File: config.mk
export PLATFORM = sky130hd
export DESIGN_NAME = weighted_least_inflight_balancer
export DESIGN_NICKNAME = d
export VERILOG_FILES = /design/src/hw/rtl/wlib_pkg.sv /design/src/hw/rtl/weighted_least_inflight_balancer.sv
export SDC_FILE = /design/constraint.sdc
export NUM_CORES = 1
export LEC_CHECK = 0
export BUFFER_PORTS_ARGS = -buffer_cell sky130_fd_sc_hd__buf_2
export CORE_MARGIN = 5
export CORE_UTILIZATION = 35
export DETAILED_ROUTE_END_ITERATION = 10
export GPL_TIMING_DRIVEN = 1
export PLACE_DENSITY = 0.51
export RECOVER_POWER = 25
export SLEW_MARGIN = 5
export SYNTH_ARGS = -nofsm -noshare
export SYNTH_HDL_FRONTEND = slang
export SYNTH_SLANG_ARGS = --single-unit
export TNS_END_PERCENT = 1
File: constraint.sdc
create_clock -name clk -period 31.3 [get_ports clk]
set_input_delay 0 -clock clk [delete_from_list [all_inputs] [get_ports clk]]
set_output_delay 0 -clock clk [all_outputs]
set_load 0.02 [all_outputs]
File: src/hw/rtl/wlib_pkg.sv
`default_nettype none

package wlib_pkg;

	// Sizes
	localparam int NUM_BACKENDS = 4;
	localparam int NUM_CLIENTS  = 16;
	localparam int COUNT_WIDTH  = 16;
	localparam int WEIGHT_W     = 8;
	localparam int BIDX_W       = 2;
	localparam int CIDX_W       = 4;
	localparam int LIVE_W       = 3;
	localparam int CURSOR_W     = 64;
	localparam int TOTAL_W      = 10;
	localparam int DIV_BITS     = 4;
	localparam int DIV_STEPS    = CURSOR_W / DIV_BITS;
	localparam int DSTEP_W      = 4;
	localparam int CFG_IDX_W    = 3;

	// Request op codes
	localparam logic [1:0] OP_ROUTE    = 2'd0;
	localparam logic [1:0] OP_STICKY   = 2'd1;
	localparam logic [1:0] OP_COMPLETE = 2'd2;

	// Result status codes
	localparam logic [1:0] ST_OK      = 2'd0;
	localparam logic [1:0] ST_NONE    = 2'd1;
	localparam logic [1:0] ST_INVALID = 2'd2;

	// Register indexes
	localparam logic [CFG_IDX_W-1:0] REG_BACKENDS = 3'd0;
	localparam logic [CFG_IDX_W-1:0] REG_HEALTH   = 3'd1;
	localparam logic [CFG_IDX_W-1:0] REG_WEIGHT0  = 3'd2;
	localparam logic [CFG_IDX_W-1:0] REG_WEIGHT1  = 3'd3;
	localparam logic [CFG_IDX_W-1:0] REG_WEIGHT2  = 3'd4;
	localparam logic [CFG_IDX_W-1:0] REG_WEIGHT3  = 3'd5;

	typedef logic [COUNT_WIDTH-1:0] count_t;
	typedef logic [WEIGHT_W-1:0]    weight_t;

	// Clamp a backends_in_use value to the number of backends
	function automatic logic [LIVE_W-1:0] clamp_live(input logic [LIVE_W-1:0] v);
		return (v > LIVE_W'(NUM_BACKENDS)) ? LIVE_W'(NUM_BACKENDS) : v;
	endfunction

	// Backend is in use and marked healthy
	function automatic logic is_healthy(input logic [BIDX_W-1:0] i,
		input logic [LIVE_W-1:0] live, input logic [NUM_BACKENDS-1:0] mask);
		return (LIVE_W'(i) < live) && mask[i];
	endfunction

endpackage

`default_nettype wire

File: src/hw/rtl/weighted_least_inflight_balancer.sv
`default_nettype none

// Channel    | Signals                                   | Transfer when
// -----------+-------------------------------------------+-----------------------
// request    | start, busy, op, client_index, backend_index | start & !busy
// result     | done, status, chosen_backend              | done (one cycle)
// config     | cfg_valid, cfg_ready, cfg_index, cfg_data | cfg_valid & cfg_ready
//
// Completions, invalid ops and sticky hits finish from S_DISPATCH. A routed request
// goes on through S_SCAN (min scan), S_SUM (ticket sum), S_DIV (cursor mod total,
// 4 bits a cycle) and S_PICK (ticket pick); the divider is the longest step.
// busy is high from the accepting edge until the edge that raises done.
// arst_n resets all state, with health mask and weights set to ones; the result side cannot stall.
module weighted_least_inflight_balancer (
	input  wire                              clk,
	input  wire                              arst_n,
	input  wire                              start,
	output logic                             busy,
	input  wire  [1:0]                       op,
	input  wire  [wlib_pkg::CIDX_W-1:0]      client_index,
	input  wire  [wlib_pkg::BIDX_W-1:0]      backend_index,
	output logic                             done,
	output logic [1:0]                       status,
	output logic [wlib_pkg::BIDX_W-1:0]      chosen_backend,
	input  wire                              cfg_valid,
	output logic                             cfg_ready,
	input  wire  [wlib_pkg::CFG_IDX_W-1:0]   cfg_index,
	input  wire  [wlib_pkg::WEIGHT_W-1:0]    cfg_data
);
	import wlib_pkg::*;

	typedef enum logic [2:0] {
		S_IDLE, S_DISPATCH, S_SCAN, S_SUM, S_DIV, S_PICK
	} state_t;

	state_t                    state_q;
	logic                      busy_q, done_q;
	logic [1:0]                status_q;
	logic [BIDX_W-1:0]         chosen_q;

	// Configuration
	logic [LIVE_W-1:0]         backends_q;
	logic [NUM_BACKENDS-1:0]   mask_q;
	weight_t                   weight_q [NUM_BACKENDS];

	// Balancing state
	count_t                    cnt_q [NUM_BACKENDS];
	logic [CURSOR_W-1:0]       cursor_q;
	logic                      least_mode_q;
	logic [NUM_CLIENTS-1:0]    aff_valid_q;
	logic [BIDX_W-1:0]         aff_be_q [NUM_CLIENTS];

	// Request and sequencer registers
	logic [1:0]                op_q;
	logic [CIDX_W-1:0]         client_q;
	logic [BIDX_W-1:0]         bidx_q;
	logic [BIDX_W-1:0]         idx_q;
	logic                      any_q;
	count_t                    least_q;
	logic [TOTAL_W-1:0]        total_q;
	logic [CURSOR_W-1:0]       div_q;
	logic [TOTAL_W-1:0]        rem_q;
	logic [DSTEP_W-1:0]        dstep_q;

	// Combinational helpers
	logic [LIVE_W-1:0]         live;
	logic [LIVE_W-1:0]         cfg_live;
	logic [BIDX_W-1:0]         aff_be;
	logic [BIDX_W-1:0]         rd_sel;
	count_t                    cnt_rd;
	count_t                    cnt_inc;
	weight_t                   w_rd;
	logic                      hlt_sel;
	logic                      in_pool;
	logic                      scan_take;
	logic                      aff_hit;
	logic                      last_idx;
	logic [TOTAL_W-1:0]        total_nx;
	logic [TOTAL_W-1:0]        rem_nx;
	logic [TOTAL_W:0]          trial;
	logic                      cfg_xfer;

	assign busy      = busy_q;
	assign done      = done_q;
	assign status    = status_q;
	assign chosen_backend = chosen_q;
	assign cfg_ready = ~busy_q;
	assign cfg_xfer  = cfg_valid & ~busy_q;

	// Shared read port on counts, weight read at idx_q, plus pool tests
	always_comb begin
		live     = clamp_live(backends_q);
		cfg_live = clamp_live(cfg_data[LIVE_W-1:0]);
		aff_be   = aff_be_q[client_q];
		aff_hit  = (op_q == OP_STICKY) && aff_valid_q[client_q] &&
			is_healthy(aff_be, live, mask_q);
		case (state_q)
			S_DISPATCH: rd_sel = (op_q == OP_STICKY) ? aff_be : bidx_q;
			default:    rd_sel = idx_q;
		endcase
		cnt_rd    = cnt_q[rd_sel];
		cnt_inc   = (cnt_rd == {COUNT_WIDTH{1'b1}}) ? cnt_rd : cnt_rd + 1'b1;
		w_rd      = weight_q[idx_q];
		hlt_sel   = is_healthy(rd_sel, live, mask_q);
		in_pool   = hlt_sel && (!least_mode_q || (cnt_rd == least_q));
		scan_take = hlt_sel && (!any_q || (cnt_rd < least_q));
		last_idx  = (idx_q == BIDX_W'(NUM_BACKENDS - 1));
		total_nx  = total_q + (in_pool ? TOTAL_W'(w_rd) : '0);
	end

	// Divider step: four dividend bits per cycle
	always_comb begin
		rem_nx = rem_q;
		trial  = '0;
		for (int k = 0; k < DIV_BITS; k++) begin
			trial = {rem_nx, div_q[CURSOR_W-1-k]};
			if (trial >= {1'b0, total_q})
				trial = trial - {1'b0, total_q};
			rem_nx = trial[TOTAL_W-1:0];
		end
	end

	// Sequencer, state and registered outputs
	always_ff @(posedge clk or negedge arst_n) begin
		if (!arst_n) begin
			state_q      <= S_IDLE;
			busy_q       <= 1'b0;
			done_q       <= 1'b0;
			status_q     <= ST_OK;
			chosen_q     <= '0;
			backends_q   <= '0;
			mask_q       <= '1;
			for (int i = 0; i < NUM_BACKENDS; i++) begin
				weight_q[i] <= WEIGHT_W'(1);
				cnt_q[i]    <= '0;
			end
			for (int i = 0; i < NUM_CLIENTS; i++)
				aff_be_q[i] <= '0;
			cursor_q     <= '0;
			least_mode_q <= 1'b0;
			aff_valid_q  <= '0;
			op_q         <= '0;
			client_q     <= '0;
			bidx_q       <= '0;
			idx_q        <= '0;
			any_q        <= 1'b0;
			least_q      <= '0;
			total_q      <= '0;
			div_q        <= '0;
			rem_q        <= '0;
			dstep_q      <= '0;
		end else begin
			done_q <= 1'b0;

			// Register writes, taken while idle
			if (cfg_xfer) begin
				case (cfg_index)
					REG_BACKENDS: begin
						backends_q <= cfg_data[LIVE_W-1:0];
						for (int i = 0; i < NUM_BACKENDS; i++)
							if (LIVE_W'(i) >= cfg_live)
								cnt_q[i] <= '0;
					end
					REG_HEALTH, REG_WEIGHT0, REG_WEIGHT1, REG_WEIGHT2, REG_WEIGHT3: begin
						case (cfg_index)
							REG_HEALTH:  mask_q      <= cfg_data[NUM_BACKENDS-1:0];
							REG_WEIGHT0: weight_q[0] <= cfg_data;
							REG_WEIGHT1: weight_q[1] <= cfg_data;
							REG_WEIGHT2: weight_q[2] <= cfg_data;
							REG_WEIGHT3: weight_q[3] <= cfg_data;
							default:     ;
						endcase
						cursor_q     <= '0;
						least_mode_q <= 1'b0;
						for (int i = 0; i < NUM_BACKENDS; i++)
							cnt_q[i] <= '0;
					end
					default: ;
				endcase
			end

			case (state_q)
				S_IDLE: begin
					if (start) begin
						op_q     <= op;
						client_q <= client_index;
						bidx_q   <= backend_index;
						busy_q   <= 1'b1;
						state_q  <= S_DISPATCH;
					end
				end

				// Completion, invalid op, sticky hit or start of a routing pass
				S_DISPATCH: begin
					chosen_q <= '0;
					status_q <= ST_OK;
					if (op_q == OP_COMPLETE) begin
						if ((LIVE_W'(bidx_q) >= live) || (cnt_rd == '0)) begin
							status_q <= ST_INVALID;
						end else begin
							cnt_q[bidx_q] <= cnt_rd - 1'b1;
							least_mode_q  <= 1'b1;
						end
						done_q  <= 1'b1;
						busy_q  <= 1'b0;
						state_q <= S_IDLE;
					end else if (op_q != OP_ROUTE && op_q != OP_STICKY) begin
						status_q <= ST_INVALID;
						done_q   <= 1'b1;
						busy_q   <= 1'b0;
						state_q  <= S_IDLE;
					end else if (aff_hit) begin
						chosen_q      <= aff_be;
						cnt_q[aff_be] <= cnt_inc;
						done_q        <= 1'b1;
						busy_q        <= 1'b0;
						state_q       <= S_IDLE;
					end else begin
						idx_q   <= '0;
						any_q   <= 1'b0;
						state_q <= S_SCAN;
					end
				end

				// Minimum in-flight count over the healthy backends
				S_SCAN: begin
					if (scan_take)
						least_q <= cnt_rd;
					any_q <= any_q | hlt_sel;
					idx_q <= idx_q + 1'b1;
					if (last_idx) begin
						if (!(any_q | hlt_sel)) begin
							status_q <= ST_NONE;
							done_q   <= 1'b1;
							busy_q   <= 1'b0;
							state_q  <= S_IDLE;
						end else begin
							total_q <= '0;
							state_q <= S_SUM;
						end
					end
				end

				// Ticket total of the pool
				S_SUM: begin
					total_q <= total_nx;
					idx_q   <= idx_q + 1'b1;
					if (last_idx) begin
						if (total_nx == '0) begin
							status_q <= ST_NONE;
							done_q   <= 1'b1;
							busy_q   <= 1'b0;
							state_q  <= S_IDLE;
						end else begin
							div_q    <= cursor_q;
							cursor_q <= cursor_q + 1'b1;
							rem_q    <= '0;
							dstep_q  <= '0;
							state_q  <= S_DIV;
						end
					end
				end

				// Cursor mod total
				S_DIV: begin
					rem_q   <= rem_nx;
					div_q   <= div_q << DIV_BITS;
					dstep_q <= dstep_q + 1'b1;
					if (dstep_q == DSTEP_W'(DIV_STEPS - 1)) begin
						idx_q   <= '0;
						state_q <= S_PICK;
					end
				end

				// Walk tickets to the chosen backend
				S_PICK: begin
					idx_q <= idx_q + 1'b1;
					if (in_pool && (rem_q < TOTAL_W'(w_rd))) begin
						chosen_q     <= idx_q;
						cnt_q[idx_q] <= cnt_inc;
						if (op_q == OP_STICKY) begin
							aff_valid_q[client_q] <= 1'b1;
							aff_be_q[client_q]    <= idx_q;
						end
						done_q  <= 1'b1;
						busy_q  <= 1'b0;
						state_q <= S_IDLE;
					end else begin
						if (in_pool)
							rem_q <= rem_q - TOTAL_W'(w_rd);
						if (last_idx) begin
							status_q <= ST_NONE;
							done_q   <= 1'b1;
							busy_q   <= 1'b0;
							state_q  <= S_IDLE;
						end
					end
				end

				default: begin
					busy_q  <= 1'b0;
					state_q <= S_IDLE;
				end
			endcase
		end
	end

endmodule

`default_nettype wire

==> impl_metrics.yaml, run 1 <==
yosys:
  synthXorXnorAreaFrac: 0.02685
  synth_area_mm2: 0.02186
  yosys-top-cells-count: "nand2_1 (380), dfrtp_1 (332), nor2_1 (175), o21ai_0 (162), a21oi_1 (125)"
  ys_top_cells_by_area: "dfrtp_1 (38%), nand2_1 (6.5%), ha_1 (4.9%)"
  synth_cell_types: 95
  synthCells: 2455
  syn_avg_cell_area_um2: 8.903
  synth-main-ff-cell: "dfrtp_1"
  yosysWarnings: 0
  synthAdderAreaFrac: 0.05416
  yosys.area.top_type_share: 0.3801
  synthMuxAreaShare: 0.1021
  yosys.cell_count.top_type: "nand2_1"
  synth_area_leader_cell: "dfrtp_1"
  yosys.area_share.simple: 0.1852
  ys_ff_latch: 340
  synth_edf_count: 0
  synth_compound_gate_area_share: 0.1969
  syn_nets: 2569
  synth_top_family_by_area: "compound AO/OA/AOI/OAI gates"
  ys_async_sr_fraction: 1.000
  seq_area_frac_synth: 0.3897
clock_tree:
  insertion_delay_ps: 600
  clock_sinks: 340
  cts_setup_buffers: 0
  cts_tree: "done"
  cts_resized: 0
  cts_htree_levels: 2
  postCtsHoldBufs: 23
  clk_pin_slew_worst_paths_ps: 60
  cts-buffers-inserted: 42
  root_buffer: "clkbuf_16"
  clk_path_buf_depth: 3
job:
  cap_violations: 4
sta:
  tns_ps: 0
  drv_slew: 289
  slew_headroom: -3.103
  fmax_mhz: 89.08
  rsz0062_at_grt: "no"
  finalHoldViolCount: 0
  worst_slew_pin_slew_ps: 6154
  skew_ps: 39.61
  setup_viol: 0
  period_needed_ps: 11230
  period_share: 0.3586
die:
  rows: 91
  die-width_um: 259.9
  initial_core_util: 0.3535
  ios: 30
  die_area_mm2: 0.06754
  coreArea_mm2: 0.06183
  die_h_um: 259.9
critical_path:
  max_stage_delay_ps: 780
  cp_top_family: "compound AO/OA/AOI/OAI gates"
  cp_num_cells: 46
  crit_path_end_kind: "flip-flop"
  path_class: "reg -> reg"
  crit_top_cell: "o21ai_0"
  reg2reg_slack_ps: 20070
  cp.required_ps: 31750
  ff2ff_path_depth: 46
  cp_max_fo: 13
  setup.worst_path.start_class: "flip-flop"
  crit_buf_inv: 4
  slowest_stage: "o32ai_1"
  crit_arrival_ps: 11670
detailed_routing:
  viasPerCell: 5.759
  dr_total_vias: 19150
  top_layer: "met4"
  ant_nets: 0
  wl_met3_um: 4444
  drtPass1Iterations: 6
  wl_um: 71110
  met1Wirelength_um: 32890
  wire_per_inst_um: 21.38
  drt_iter0_markers: 1899
  met2_length_um: 31910
  drc: 0
finish:
  area_growth_pct: 12.09
  nFillCells: 6187
  drive_gt1_frac: 0.1186
  finalInstanceArea_mm2: 0.02450
  nets: 2568
grt:
  grt_max_degree: 103
  grtUsageTotal: 0.2067
  grt_overflow_total: 0
  grt_pass1_vias: 18990
  grt_first_pass_wirelength_um: 111600
  grt_antenna_before_repair: 1
place:
  placed_area_mm2: 0.02281
  hpwlAfterDp_um: 48030
  gp_congestion: 0.8949
  port_buffers: 29
status:
  status: "finished with violations"
  violations: "capacitance limit, slew limit"
hold_path:
  hp-class: "in -> reg"
  min_path_cells: 4
[sequential cells by signal (all words and copies together), names as in the netlist, 3 cells and up]
name         flops
aff_be_q        32
backends_q       3
rem_q           10
mask_q           4
cnt_q           64
weight_q        32
client_q         4
aff_valid_q     16
least_q         16
total_q         10
div_q           64
state_q          3
cursor_q        64
dstep_q          4
[logic make-up after synthesis]
logic type	count (synthesis)
and+or+nand+nor	882
AOI/OAI and AO/OA	663
DFF	340
buffers and inverters	244
muxes	168
adders and majority gates	91
xor gates and xnor gates	67
[worst register-to-register path, delay by kind of cell, from the launching register on]
family                   cells  cell delay, ps
AO/OA/AOI/OAI               27            6500
adder cells (fa/ha/maj)      4            1230
buffers and inverters        4             640
flip-flops                   1             520
multiplexers                 2             830
AND/OR/NAND/NOR              9            1390
[through the flow]
step / hold WS [ps] / std cells / utilization / setup WS (ps)
final: 155.4 / 3326 / 0.3963 / 20070
after global routing: 161.3 / 3326 / 0.3963 / 19210
after CTS: 101.9 / 3325 / 0.3968 / 20140
after detailed placement: 138.4 / 3224 / 0.3689 / 20220
after global placement: 133.8 / 3224 / 0.3689 / 20430
after floorplan: -295.6 / 2455 / - / 21450
[placed cells by master (no fill, tap or decap), drive strengths merged, types with 23 or more instances in the layout]
| cell | n |
|---|---|
| a22o | 24 |
| nand4 | 32 |
| ha | 85 |
| inv | 111 |
| a31oi | 88 |
| nand2 | 381 |
| nor3 | 40 |
| xnor2 | 38 |
| mux4 | 35 |
| a21oi | 126 |
| nand2b | 37 |
| xor2 | 29 |
| nand3 | 84 |
| a21o | 29 |
| nor2 | 176 |
| mux2i | 46 |
| dlygate4sd3 | 23 |
| mux2 | 87 |
| dfrtp | 332 |
| o211ai | 29 |
| clkbuf | 75 |
| buf | 53 |
| nor2b | 32 |
| o221ai | 24 |
| o21ai | 175 |
| and3 | 27 |
[metal layers]
metal / GRT usage / vias to the layer above
li1: - / 8883
met1: 0.2963 / 9496
met2: 0.3244 / 640
met3: 0.03155 / 134
met4: 0.06179 / 0
met5: 0 / -
[final timing paths]
check	start	endpoint
max	total_q[1]	rem_q[2]
min	client_index[3]	client_q[3]
max reg2reg	total_q[1]	rem_q[2]
min reg2reg	aff_valid_q[0]	aff_valid_q[0]
max in group asynchronous	arst_n	div_q[2]
min in group asynchronous	arst_n	aff_valid_q[4]
[cell type report]
| type | instances | area (um2) | area share |
|---|---|---|---|
| Clock buffer | 63 | 1240 | 0.05061 |
| Timing Repair Buffer | 88 | 620.6 | 0.02533 |
| Inverter | 111 | 419.2 | 0.01711 |
| Multi-Input combinational cell | 1871 | 12400 | 0.5061 |
| Tap cell | 837 | 1047 | 0.04275 |
| Clock inverter | 15 | 252.7 | 0.01032 |
| Antenna cell | 1 | 2.502 | 0.0001021 |
| Sequential cell | 340 | 8518 | 0.3477 |
Power of run 1 is left out: the tool's default activity adds up to more than one toggle a clock period on the data nets, which glitch-free logic cannot reach.
==> inputs of run 2 (changes only) <==
==> constraint.sdc (replaced) <==
create_clock -name clk -period 11 [get_ports clk]
set_input_delay 0 -clock clk [delete_from_list [all_inputs] [get_ports clk]]
set_output_delay 0 -clock clk [all_outputs]
set_load 0.02 [all_outputs]
==> impl_metrics.yaml, run 2 (synthesis gave the netlist of run 1 again) <==
status:
  status: "finished with violations"
  violations: "capacitance limit, slew limit"
critical_path:
  path_class: "reg -> reg"
  max_stage_delay_ps: 480
  ff2ff_path_depth: 45
  setup.worst_path.start_class: "flip-flop"
  reg2reg_slack_ps: 1050
  cp.required_ps: 11420
  slowest_stage: "dfrtp_2"
  cp_max_fo: 13
  crit_path_end_kind: "flip-flop"
  crit-reg2reg-launch: "total_q[1]"
  timing.rr.end: "rem_q[7]"
  crit_top_cell: "o21ai_0"
  crit_arrival_ps: 10370
clock_tree:
  root_buffer: "clkbuf_16"
  insertion_delay_ps: 600
  cts_tree: "done"
  clk_pin_slew_worst_paths_ps: 60
  clk_path_buf_depth: 3
  cts-buffers-inserted: 42
  clock_sinks: 340
  cts_htree_levels: 2
grt:
  grt_pass1_vias: 18720
  grt_antenna_before_repair: 0
  grt_overflow_total: 0
  grt_max_degree: 172
  grt_first_pass_wirelength_um: 110900
  grtUsageTotal: 0.2061
die:
  die_h_um: 259.9
  rows: 91
  ios: 30
  coreArea_mm2: 0.06183
  die_area_mm2: 0.06754
  initial_core_util: 0.3535
  die-width_um: 259.9
detailed_routing:
  drtPass1Iterations: 6
  drc: 0
  ant_nets: 0
  met2_length_um: 31340
  wire_per_inst_um: 21.22
  dr_total_vias: 19090
  drt_iter0_markers: 1548
  top_layer: "met4"
  wl_met3_um: 4879
  viasPerCell: 5.725
  wl_um: 70790
  met1Wirelength_um: 32670
place:
  port_buffers: 29
  place_ws_ps: 577.0
  placed_area_mm2: 0.02287
  gp_congestion: 0.9007
  hpwlAfterDp_um: 48410
sta:
  period_share: 0.9045
  setup_viol: 0
  period_needed_ps: 9950
  rsz0062_at_grt: "no"
  tns_ps: 0
  skew_ps: 58.01
  finalHoldViolCount: 0
  drv_slew: 103
  fmax_mhz: 100.5
  slew_headroom: -3.002
  worst_slew_pin_slew_ps: 6002
  fin_ws_ps: 1050
finish:
  finalInstanceArea_mm2: 0.02452
  area_growth_pct: 12.18
  nets: 2579
  drive_gt1_frac: 0.1237
  mostFrequentLayoutCells: "nand2_1 (380), dfrtp_1 (331), nor2_1 (175)"
  layout_commonest_cell: "nand2_1"
  nFillCells: 6167
  reg_top3: "cnt_q: 64 flops, cursor_q: 64 flops, div_q: 64 flops"
hold_path:
  min_path_cells: 4
  whs_endpoint: "weight_q[4]"
  min_from: "cfg_index[0]"
  hp-class: "in -> reg"
job:
  cap_violations: 1
[run 2: area by class of cell]
class | instances | area [um2] | share of cell area
Tap cell | 837 | 1047 | 0.04271
Antenna cell | 1 | 2.502 | 0.0001021
Multi-Input combinational cell | 1871 | 12410 | 0.5060
Inverter | 111 | 422.9 | 0.01725
Sequential cell | 340 | 8519 | 0.3475
Clock inverter | 11 | 122.6 | 0.005001
Clock buffer | 65 | 1269 | 0.05175
Timing Repair Buffer | 99 | 729.5 | 0.02975
[run 2: metrics by stage]
step / utilization / hold slack (ps) / instances
6_report: 0.3966 / 35.30 / 3335
3_5_place_dp: 0.3699 / 114.8 / 3230
4_1_cts: 0.3963 / 0.3379 / 3330
2_1_floorplan: - / -295.6 / 2455
5_1_grt: 0.3965 / 47.38 / 3334
3_3_place_gp: 0.3699 / 114.2 / 3230
[run 2: how the worst max path moves through the flow]
stage / slack [ps] / startpoint / cells after the start / endpoint
floorplan: 1150 / total_q[1] / 48 / rem_q[7]
global placement: 780 / total_q[1] / 45 / rem_q[4]
detailed placement: 580 / total_q[1] / 45 / rem_q[7]
CTS: 500 / total_q[1] / 45 / rem_q[7]
global route: 50 / total_q[1] / 46 / rem_q[7]
finish: 1050 / total_q[1] / 45 / rem_q[7]
[run 2: routing by layer]
| metal | vias to the layer above | track usage |
|---|---|---|
| met1 | 9415 | 0.2938 |
| met3 | 116 | 0.04049 |
| met2 | 654 | 0.3206 |
| met4 | 0 | 0.05827 |
| li1 | 8909 | - |
| met5 | - | 0 |
[run 2: critical path, delay by kind of cell (launching register included)]
kind	cells	cell delay (ps)
simple gates	8	1600
mux	1	280
compound gates	26	5010
buf+inv	6	1080
flops	1	480
fa+ha+maj	4	1370
[run 2: timing repair]
action | in CTS | in global routing
resized for setup | 0 | 4
setup buffers | 0 | 4
hold buffers | 24 | 0
setup endpoints to repair | 0 | 10
hold endpoints to repair | 149 | 0
Power of run 2 is left out for the same reason.
==> inputs of run 3 (changes only) <==
--- a/config.mk
+++ b/config.mk
@@ -5,13 +5,13 @@
 export SDC_FILE = /design/constraint.sdc
 export NUM_CORES = 1
 export LEC_CHECK = 0
-export BUFFER_PORTS_ARGS = -buffer_cell sky130_fd_sc_hd__buf_2
 export CORE_MARGIN = 5
 export CORE_UTILIZATION = 35
 export DETAILED_ROUTE_END_ITERATION = 10
+export DONT_BUFFER_PORTS = 1
 export GPL_TIMING_DRIVEN = 1
 export PLACE_DENSITY = 0.51
-export RECOVER_POWER = 25
+export RECOVER_POWER = 100
 export SLEW_MARGIN = 5
 export SYNTH_ARGS = -nofsm -noshare
 export SYNTH_HDL_FRONTEND = slang
==> impl_metrics.yaml, run 3 (synthesis gave the netlist of run 1 again) <==
sta:
  period_needed_ps: 10200
  tns_ps: 0
  setup_viol: 0
  finalHoldViolCount: 0
  drv_slew: 345
  skew_ps: 27.81
  fmax_mhz: 98.03
  period_share: 0.9273
  worst_slew_pin_slew_ps: 5259
  slew_headroom: -2.506
  fin_ws_ps: 799.3
finish:
  multi_input_area_mm2: 0.01239
  reg_top3: "cnt_q: 64 flops, cursor_q: 64 flops, div_q: 64 flops"
  drive_gt1_frac: 0.1082
  diodes: 0
  mostFrequentLayoutCells: "nand2_1 (380), dfrtp_1 (332), nor2_1 (176)"
  layout_commonest_cell: "nand2_1"
  area_growth_pct: 11.07
  fin_cells: 3304
  nets: 2549
  regArea_mm2: 0.008518
  nFillCells: 6214
clock_tree:
  root_buffer: "clkbuf_16"
  cts_htree_levels: 2
  clk_path_buf_depth: 3
  clock_sinks: 340
  insertion_delay_ps: 580
  clk_pin_slew_worst_paths_ps: 60
  cts_tree: "done"
  cts-buffers-inserted: 42
die:
  rows: 91
  initial_core_util: 0.3535
  die_h_um: 259.9
  die_area_mm2: 0.06754
  coreArea_mm2: 0.06183
  die-width_um: 259.9
  ios: 30
grt:
  grt_first_pass_wirelength_um: 111200
  grt_antenna_before_repair: 2
  grtUsageTotal: 0.2073
  grt_overflow_total: 0
  grt_pass1_vias: 18590
  grt_max_degree: 341
detailed_routing:
  drt_iter0_markers: 1760
  wire_per_inst_um: 21.51
  viasPerCell: 5.770
  wl_um: 71070
  drtPass1Iterations: 6
  dr_total_vias: 19060
  ant_nets: 0
  drc: 0
status:
  violations: "capacitance limit, slew limit"
  status: "finished with violations"
hold_path:
  hp-class: "in -> reg"
  min_path_cells: 4
critical_path:
  crit_arrival_ps: 10640
  ff2ff_path_depth: 28
  max_stage_delay_ps: 970
  cp.required_ps: 11440
  cp_max_fo: 123
  path_class: "reg -> reg"
  crit_path_end_kind: "flip-flop"
  setup.worst_path.start_class: "flip-flop"
  slowest_stage: "nor2_1"
place:
  port_buffers: 0
  dp_cells: 3198
  gp_congestion: 0.9469
  place_ws_ps: 1013
  hpwlAfterDp_um: 47670
job:
  cap_violations: 3
run 3: per-stage QoR:
| step | hold WS, ps | instance area [um2] | utilization |
|---|---|---|---|
| after floorplan | -295.6 | 21860 | - |
| after global placement | -283.7 | 22680 | 0.3668 |
| after detailed placement | -281.5 | 22680 | 0.3668 |
| after CTS | 1.966 | 24330 | 0.3935 |
| after global routing | 23.31 | 24270 | 0.3926 |
| final | 31.63 | 24270 | 0.3926 |
run 3: repair_timing:
action / CTS / global route
gates resized for setup: 0 / 1
setup buffers: 0 / 0
hold buffers: 28 / 0
endpoints found under the hold margin: 392 / 0
endpoints found under the setup margin: 0 / 6
run 3: final timing paths:
check | startpoint | end | slack [ps]
worst max-delay path | client_q[0] | dstep_q[3] | 800
worst min-delay path | cfg_index[1] | backends_q[1] | 30
worst max register to register | client_q[0] | dstep_q[3] | 800
worst min register to register | aff_valid_q[1] | aff_valid_q[1] | 460
max in group asynchronous | arst_n | dstep_q[1] | 2390
min in group asynchronous | arst_n | aff_valid_q[3] | 1760
run 3: final cells by class:
type,instances,share of cell area
inverters,111,0.01727
repair buffers,69,0.02247
well taps,837,0.04314
clock inverters,13,0.005618
clock buffers,63,0.05026
multi-input cells,1871,0.5103
flip-flops and latches,340,0.3509
run 3: worst max-delay path, delay by kind of cell (launching register included):
kind                       cells  cell delay (ps)
AOI/OAI and AO/OA             11             3220
DFF                            1              850
and+or+nand+nor                6             1860
buffers and inverters          4             1440
muxes                          3             1510
xor gates and xnor gates       1              170
adders and majority gates      3              950
run 3: metal layers:
metal / vias up / track usage / share of wire
met4: 6 / 0.06620 / 0.029
met1: 9418 / 0.2998 / 0.46
li1: 8849 / - / -
met5: - / 0.003655 / 0.00086
met2: 643 / 0.3130 / 0.44
met3: 147 / 0.04097 / 0.073
Power of run 3 is left out for the same reason.
